<file path="src/rtl/core/wbps_pkg.sv">
`timescale 1ns / 1ps
package wbps_pkg;

    localparam int MAX_PATTERN = 16;
    localparam int BYTE_W      = 8;
    localparam int ADDR_W      = 64;
    localparam int LEN_W       = $clog2(MAX_PATTERN + 1);
    localparam int POS_W       = $clog2(MAX_PATTERN);
    localparam int APB_DATA_W  = 64;
    localparam int APB_ADDR_W  = 5;
    localparam int IN_TDATA_W  = 72;
    localparam int OUT_TDATA_W = 64;

    // Register index, taken from paddr[4:3] (registers sit 8 bytes apart).
    localparam logic [1:0] REG_PAT_LOW  = 2'd0;
    localparam logic [1:0] REG_PAT_HIGH = 2'd1;
    localparam logic [1:0] REG_WILD     = 2'd2;
    localparam logic [1:0] REG_LEN      = 2'd3;

    typedef logic [MAX_PATTERN-1:0][BYTE_W-1:0] t_window;

    typedef struct packed {
        logic [63:0]            pat_high;
        logic [63:0]            pat_low;
        logic [MAX_PATTERN-1:0] wild_mask;
        logic [LEN_W-1:0]       pat_len;
    } t_cfg;

    typedef struct packed {
        logic             hit;
        logic [LEN_W-1:0] len;
    } t_match;

endpackage

</file>
<file path="src/rtl/core/wbps_cfg_regs.sv">
`timescale 1ns / 1ps
module wbps_cfg_regs (
    input  logic                                i_clk,
    input  logic                                i_rst_n,
    input  logic                                psel,
    input  logic                                penable,
    input  logic                                pwrite,
    input  logic [wbps_pkg::APB_ADDR_W-1:0]     paddr,
    input  logic [wbps_pkg::APB_DATA_W-1:0]     pwdata,
    output logic [wbps_pkg::APB_DATA_W-1:0]     prdata,
    output logic                                pready,
    output wbps_pkg::t_cfg                      o_cfg
);
    import wbps_pkg::*;

    t_cfg       r_cfg;
    logic       wr_en;
    logic [1:0] reg_idx;

    assign pready  = 1'b1;
    assign wr_en   = psel && penable && pwrite && pready;
    assign reg_idx = paddr[4:3];
    assign o_cfg   = r_cfg;

    always_ff @(posedge i_clk) begin
        if (!i_rst_n) begin
            r_cfg.pat_low   <= '0;
            r_cfg.pat_high  <= '0;
            r_cfg.wild_mask <= '0;
            r_cfg.pat_len   <= LEN_W'(1);
        end else if (wr_en) begin
            unique case (reg_idx)
                REG_PAT_LOW:  r_cfg.pat_low   <= pwdata[63:0];
                REG_PAT_HIGH: r_cfg.pat_high  <= pwdata[63:0];
                REG_WILD:     r_cfg.wild_mask <= pwdata[MAX_PATTERN-1:0];
                REG_LEN:      r_cfg.pat_len   <= pwdata[LEN_W-1:0];
                default: ;
            endcase
        end
    end

    always_comb begin
        prdata = '0;
        unique case (reg_idx)
            REG_PAT_LOW:  prdata = r_cfg.pat_low;
            REG_PAT_HIGH: prdata = r_cfg.pat_high;
            REG_WILD:     prdata = APB_DATA_W'(r_cfg.wild_mask);
            REG_LEN:      prdata = APB_DATA_W'(r_cfg.pat_len);
            default:      prdata = '0;
        endcase
    end

endmodule

</file>
<file path="src/rtl/core/wbps_matcher.sv">
`timescale 1ns / 1ps
module wbps_matcher (
    input  wbps_pkg::t_window                   i_window,
    input  logic [wbps_pkg::BYTE_W-1:0]         i_data_byte,
    input  logic [wbps_pkg::LEN_W-1:0]          i_fill,
    input  wbps_pkg::t_cfg                      i_cfg,
    output wbps_pkg::t_match                    o_match
);
    import wbps_pkg::*;

    t_window                new_win;
    t_window                pattern;
    logic [LEN_W-1:0]       eff_len;
    logic [LEN_W-1:0]       fill_next;
    logic [MAX_PATTERN-1:0] pos_ok;

    assign pattern = {i_cfg.pat_high, i_cfg.pat_low};
    assign new_win = {i_window[MAX_PATTERN-2:0], i_data_byte};
    assign eff_len = (i_cfg.pat_len > LEN_W'(MAX_PATTERN)) ? LEN_W'(MAX_PATTERN)
                                                          : i_cfg.pat_len;
    assign fill_next = (i_fill < LEN_W'(MAX_PATTERN)) ? i_fill + LEN_W'(1) : i_fill;

    // Pattern byte i lines up with window slot len-1-i (slot 0 is the newest byte).
    always_comb begin
        logic [LEN_W-1:0] slot;
        for (int i = 0; i < MAX_PATTERN; i++) begin
            slot = eff_len - LEN_W'(i) - LEN_W'(1);
            pos_ok[i] = (LEN_W'(i) >= eff_len) || i_cfg.wild_mask[i]
                        || (new_win[slot[POS_W-1:0]] == pattern[i]);
        end
    end

    assign o_match.hit = (eff_len != '0) && (fill_next >= eff_len) && (&pos_ok);
    assign o_match.len = eff_len;

endmodule

</file>
<file path="src/rtl/core/wildcard_byte_pattern_scanner.sv">
`timescale 1ns / 1ps
// Pipeline: an accepted byte waits in the input register; when it fires, its result, if any,
// is loaded into the result register, which drives o_m_axis_tvalid until it is taken.
// Throughput: one byte per cycle unless a held result stalls; window compare is combinational.
// Reset (synchronous, active low) clears the window, fill count and match flag,
// empties both registers and restores pattern_length to 1, all else to zero.
module wildcard_byte_pattern_scanner (
    input  logic                                i_clk,
    input  logic                                i_rst_n,
    input  logic                                i_s_axis_tvalid,
    output logic                                o_s_axis_tready,
    // [7:0] data_byte, [71:8] byte_address
    input  logic [wbps_pkg::IN_TDATA_W-1:0]     i_s_axis_tdata,
    input  logic                                i_s_axis_tlast,
    output logic                                o_m_axis_tvalid,
    input  logic                                i_m_axis_tready,
    // [63:0] match_address
    output logic [wbps_pkg::OUT_TDATA_W-1:0]    o_m_axis_tdata,
    // [0] found
    output logic                                o_m_axis_tuser,
    input  logic                                psel,
    input  logic                                penable,
    input  logic                                pwrite,
    input  logic [wbps_pkg::APB_ADDR_W-1:0]     paddr,
    input  logic [wbps_pkg::APB_DATA_W-1:0]     pwdata,
    output logic [wbps_pkg::APB_DATA_W-1:0]     prdata,
    output logic                                pready
);
    import wbps_pkg::*;

    t_cfg   cfg;
    t_match match;

    logic              r_in_valid;
    logic [BYTE_W-1:0] r_in_data;
    logic [ADDR_W-1:0] r_in_addr;
    logic              r_in_last;

    t_window           r_win;
    logic [LEN_W-1:0]  r_fill;
    logic              r_done;

    logic              r_out_valid;
    logic              r_out_found;
    logic [ADDR_W-1:0] r_out_addr;

    logic              out_free;
    logic              fire;
    logic              s_accept;
    logic              emit;

    wbps_cfg_regs u_cfg (
        .i_clk   (i_clk),
        .i_rst_n (i_rst_n),
        .psel    (psel),
        .penable (penable),
        .pwrite  (pwrite),
        .paddr   (paddr),
        .pwdata  (pwdata),
        .prdata  (prdata),
        .pready  (pready),
        .o_cfg   (cfg)
    );

    wbps_matcher u_match (
        .i_window    (r_win),
        .i_data_byte (r_in_data),
        .i_fill      (r_fill),
        .i_cfg       (cfg),
        .o_match     (match)
    );

    assign out_free        = !r_out_valid || i_m_axis_tready;
    assign fire            = r_in_valid && out_free;
    assign o_s_axis_tready = !r_in_valid || fire;
    assign s_accept        = i_s_axis_tvalid && o_s_axis_tready;
    assign emit            = fire && !r_done && (match.hit || r_in_last);

    assign o_m_axis_tvalid = r_out_valid;
    assign o_m_axis_tdata  = r_out_addr;
    assign o_m_axis_tuser  = r_out_found;

    // Input register.
    always_ff @(posedge i_clk) begin
        if (!i_rst_n) begin
            r_in_valid <= 1'b0;
        end else if (s_accept) begin
            r_in_valid <= 1'b1;
        end else if (fire) begin
            r_in_valid <= 1'b0;
        end
        if (s_accept) begin
            r_in_data <= i_s_axis_tdata[BYTE_W-1:0];
            r_in_addr <= i_s_axis_tdata[BYTE_W +: ADDR_W];
            r_in_last <= i_s_axis_tlast;
        end
    end

    // Region state: bytes after a match only wait for the end of the region.
    always_ff @(posedge i_clk) begin
        if (!i_rst_n) begin
            r_win  <= '0;
            r_fill <= '0;
            r_done <= 1'b0;
        end else if (fire) begin
            if (r_in_last) begin
                r_win  <= '0;
                r_fill <= '0;
                r_done <= 1'b0;
            end else if (!r_done) begin
                r_win <= {r_win[MAX_PATTERN-2:0], r_in_data};
                if (r_fill < LEN_W'(MAX_PATTERN)) begin
                    r_fill <= r_fill + LEN_W'(1);
                end
                r_done <= match.hit;
            end
        end
    end

    // Result register.
    always_ff @(posedge i_clk) begin
        if (!i_rst_n) begin
            r_out_valid <= 1'b0;
        end else if (emit) begin
            r_out_valid <= 1'b1;
        end else if (i_m_axis_tready) begin
            r_out_valid <= 1'b0;
        end
        if (emit) begin
            r_out_found <= match.hit;
            r_out_addr  <= match.hit ? r_in_addr - ADDR_W'(match.len - LEN_W'(1))
                                     : '0;
        end
    end

    a_fill_range : assert property (@(posedge i_clk) disable iff (!i_rst_n)
        r_fill <= LEN_W'(MAX_PATTERN))
        else $error("fill count above window depth");

    a_done_has_bytes : assert property (@(posedge i_clk) disable iff (!i_rst_n)
        r_done |-> (r_fill != '0))
        else $error("match flag set with an empty window");

    a_miss_zero_addr : assert property (@(posedge i_clk) disable iff (!i_rst_n)
        (r_out_valid && !r_out_found) |-> (r_out_addr == '0))
        else $error("not-found result carries a nonzero address");

    a_clear_on_last : assert property (@(posedge i_clk) disable iff (!i_rst_n)
        (fire && r_in_last) |=> ((r_fill == '0) && !r_done))
        else $error("region state not cleared after the last byte");

endmodule

</file>
<file path="config.mk">
export PLATFORM = sky130hd
export DESIGN_NAME = wildcard_byte_pattern_scanner
export DESIGN_NICKNAME = d
export VERILOG_FILES = /design/src/rtl/core/wbps_pkg.sv /design/src/rtl/core/wbps_cfg_regs.sv /design/src/rtl/core/wbps_matcher.sv /design/src/rtl/core/wildcard_byte_pattern_scanner.sv
export SDC_FILE = /design/constraint.sdc
export NUM_CORES = 1
export LEC_CHECK = 0
export ABC_CLOCK_PERIOD_IN_PS = 10300
export BUFFER_PORTS_ARGS = -buffer_cell sky130_fd_sc_hd__buf_4
export CAP_MARGIN = 20
export CELL_PAD_IN_SITES_DETAIL_PLACEMENT = 0
export CELL_PAD_IN_SITES_GLOBAL_PLACEMENT = 1
export CORE_ASPECT_RATIO = 1.4
export CORE_UTILIZATION = 47
export CTS_CLUSTER_DIAMETER = 100
export DETAILED_ROUTE_END_ITERATION = 8
export GPL_ROUTABILITY_DRIVEN = 0
export HOLD_SLACK_MARGIN = 0.12
export PLACE_DENSITY = 0.84
export SLEW_MARGIN = 20
export SYNTH_ARGS = -nofsm -noshare
export SYNTH_HDL_FRONTEND = slang
export SYNTH_SLANG_ARGS = --single-unit
</file>
<file path="constraint.sdc">
create_clock -name i_clk -period 10.3 [get_ports i_clk]
set_input_delay 1.545 -clock i_clk [delete_from_list [all_inputs] [get_ports i_clk]]
set_output_delay 1.545 -clock i_clk [all_outputs]
set_load 0.01 [all_outputs]
</file>
==> results list <==
- Status: finished clean
- Mapped cell area: 31900 µm²
* Fill cell instance count of the final layout: 6254
- Global-route track usage on met3: 10.1%
- Of all cell types, the one taking the most synthesized area is dfxtp_1.
* Starting density of the core: 47.7%
* Sequential element share of the synthesized area: a little under a third
* Worst IR Drop VDD: 0.0000987 V
* Maximum buffer depth of the clock tree: 3
- Fin Clk Skew: 0.0297 ns
* Area added between synthesis and finish: 12.0%
- In this run the static leakage power is approximately 13 nW.
* Fraction of registers with async set or reset after synthesis: 0%
* Mean cell area of the mapped netlist: 9.03 µm²
* Wire length per cell: 27.7 µm
- Final total power: 4.17 mW
* Worst Setup Path Type: register to register
- Final period util: 75.0%
* Count leader, synth: nand2_1
- Vertical extent of the die: 310 µm
- Kind of path behind the tightest hold check: register to register
- Design Area, Final: 35700 µm²
- Final critical delay including setup and external delays: 7.73 ns
- The synthesized design devotes to its leading area cell type 17.4% of total area.
- CTS Sinks: 415
- Number of violations of the max-capacitance limit: 0
- Among all flip-flop cells after synthesis, the most frequent one is dfxtp_1.
* Pre-CTS worst setup slack: 2.81 ns
- During synthesis, Yosys emitted a total of 0 warnings.
* Sort of element at the start of the critical path: register
- The final route contains 29696 vias.
* Number of global-route vias before repair: 27817
- WP data arrival: 7.94 ns
- Overall routed net length: 124000 µm
* Clock edge transition at the registers on the reported setup and hold paths: 0.07 ns
- Row generation in the floorplan step produced around 110 rows.
* Transition at the pin with the smallest max-transition slack: 1.26 ns
- Synthesis handed over a netlist of 3533 instances.
* Number of synthesized flops with an enable pin: 138
- Measured on the finished design, the core utilization comes to 53.5%.
* H-Tree Depth: 2
* Final Hold Vio Count: 0
* Total setup violations reported at the end of the flow: 0
- Summed over all layers, the global routing overflow is 0.
* First-pass GRT wire length: about 180000 µm
- Fraction of final layout cells with drive strength greater than 1: 17.7%
- TritonCTS built the clock tree.
- The die is between 200 and 250 µm wide.
* Setup repair bufs after CTS: 0
- Leading cell types by count after synthesis: 446 x nand2_1, 277 x dfxtp_1, 270 x mux2i_1
- In the post-route analysis, the smallest setup slack over all paths is 2.57 ns.
- Total power density per cell area: between 100 and 150 nW/µm²
- Antenna violations before repair: 1
- Final nets: approximately 3800
- STA classifies the critical path endpoint as a register.
* Setup repair after global routing missed its margin: no
- Root Buffer: clkbuf_16
- Number of DRC violations after detailed-routing iteration 0: 3711
* Final TNS setup: 0 ns
- Entering global routing, the biggest net connects 110 pins.
- The die covers 69000 µm².
* Hold-fix buffer count after cts: 0
- In this run the tool buffered the top-level ports with 276 buffer cells.
* Area post-placement: 34200 µm²
* Count of TritonRoute iterations in the first routing pass: 6
- DRC Markers: 0
- GRT Total Usage: a little over a third
* Area contributors post-synth: dfxtp_1 17%, edfxtp_1 13%, mux2i_1 8.5%, mux4_2 6.8%, nand2_1 5.2%
- Of all nets on the critical path, the largest fanout is 65.
* Number of max-slew violations in the final report: 0
* Post-detailed-placement half-perimeter wirelength: 86300 µm
- Synthesis instantiated 100 different standard cells from the library.
- Core ar.: around 67000 µm²
- CTS Buf Count: 45
* Relative slew margins: 15.6%
- Counting flops and latches in the post-synthesis netlist gives ~420.
- Data required time of the worst path: roughly 11 ns
- Once the clock tree was built, the resizer swapped 0 gates to a different size.
* FMAX: 129 MHz
- Post-DRT Antenna Nets: 0
* Ratio of routed vias to standard cells: 6.64
- Met1 Use GR: 40.5%
* Source-to-sink clock delay at the later pin of the worst-skew pair: 0.62 ns
- Met2 track demand over resource in global routing: a little under three fifths
* Synthesized Nets: 3763
- During I/O placement, the number of pins put on the boundary was 281.
* Busiest grt layer: met2
[per-stage QoR]
stage,cells,hold WS (ns)
after floorplan,3533,0.450
after global routing,4466,0.513
after CTS,4463,0.487
final,4469,0.487
after detailed placement,4381,0.479
after global placement,4381,0.470
[logic make-up after synthesis]
logic type / synth area share [%]
AO/OA/AOI/OAI: 21.4
XOR/XNOR: 5.04
adder cells (fa/ha/maj): 3.23
buffers and inverters: 5.28
flip-flops: 30.4
multiplexers: 17.3
other: 0.0118
AND/OR/NAND/NOR: 17.4
[path summary, 6_finish.rpt]
| kind | start | end | depth (start not counted) | slack [ns] |
|---|---|---|---|---|
| hold / removal | u_cfg.o_cfg[77] | u_cfg.o_cfg[77] | 2 | 0.49 |
| hold reg to reg | u_cfg.o_cfg[77] | u_cfg.o_cfg[77] | 2 | 0.49 |
| setup reg to reg | u_cfg.o_cfg[4] | o_m_axis_tdata[14] | 17 | 2.57 |
| setup / recovery | u_cfg.o_cfg[4] | o_m_axis_tdata[14] | 17 | 2.57 |
[worst max-delay path: stages (launching register included)]
cell      delay, ns
dfxtp_2        0.93
nor2b_4        0.05
buf_4          0.33
inv_2          0.54
ha_1           0.35
buf_4          0.30
inv_1          0.11
buf_4          0.39
nor4_1         0.12
o21ai_0        0.63
mux2i_1        0.23
xor2_1         0.19
nor3_1         0.44
a311oi_1       0.16
a211oi_1       0.77
o2111a_1       0.50
nor3b_4        0.37
o21a_4         0.80
[cell usage in the layout (no fill, tap or decap), types with 13 or more instances in the layout]
| master | Yosys | final |
|---|---|---|
| xor2_1 | 64 | 64 |
| nand4_1 | 60 | 60 |
| buf_4 | 19 | 337 |
| inv_1 | 43 | 43 |
| xnor2_1 | 114 | 114 |
| and3_1 | 26 | 26 |
| nor2_1 | 117 | 116 |
| a2111oi_0 | 18 | 16 |
| and2_1 | 59 | 58 |
| o21ai_0 | 67 | 65 |
| nor4_1 | 30 | 27 |
| a32o_1 | 23 | 23 |
| a221oi_1 | 15 | 14 |
| nor3_1 | 65 | 59 |
| o22ai_1 | 83 | 83 |
| o211ai_1 | 40 | 40 |
| dfxtp_1 | 277 | 273 |
| mux2i_1 | 270 | 269 |
| mux2_2 | 57 | 57 |
| nand2_1 | 446 | 446 |
| clkbuf_16 | 0 | 47 |
| nor2b_1 | 168 | 167 |
| a211oi_1 | 24 | 23 |
| a21boi_0 | 155 | 155 |
| and3b_1 | 15 | 15 |
| mux4_2 | 97 | 97 |
| nand3_1 | 25 | 25 |
| nand2b_1 | 21 | 21 |
| a31oi_1 | 13 | 13 |
| a22oi_1 | 153 | 153 |
| edfxtp_1 | 138 | 138 |
| o22a_1 | 27 | 27 |
| a311oi_1 | 13 | 13 |
| a22o_1 | 15 | 15 |
| o21bai_1 | 23 | 23 |
| a21o_1 | 39 | 39 |
| a21oi_1 | 113 | 112 |
| o221ai_1 | 19 | 19 |
| ha_1 | 80 | 80 |
[registers in the layout, summed over array words and instances, names as in the netlist, 5 cells and up]
register / cells
r_fill: 5
r_in_data: 8
u_cfg.o_cfg: 149
r_in_addr: 64
o_m_axis_tdata: 64
r_win: 120
[metal layers]
| layer | wire length [µm] | vias up |
|---|---|---|
| met5 | 0 | - |
| met4 | 9870 | 0 |
| met3 | 12500 | 428 |
| met2 | 56400 | 1737 |
| met1 | 45200 | 14247 |
| li1 | - | 13284 |
[final cells by class]
| type | instances | area, µm² | share of cell area (%) |
|---|---|---|---|
| antenna | 3 | 7.51 | 0.0210 |
| clock buffer | 60 | 1250 | 3.51 |
| clock inverter | 22 | 250 | 0.700 |
| inverter | 46 | 175 | 0.490 |
| multi-input combinational | 2726 | 20700 | 57.9 |
| sequential | 415 | 9690 | 27.1 |
| tap | 855 | 1070 | 2.99 |
| timing repair buffer | 342 | 2580 | 7.22 |
[report_power, final]
part	internal [mW]	total (mW)	switching (mW)
clock	0.984	1.70	0.718
combinational	0.282	0.710	0.428
sequential	1.73	1.76	0.0320
total	3.00	4.17	1.18
(Power assumes the default switching activity.)
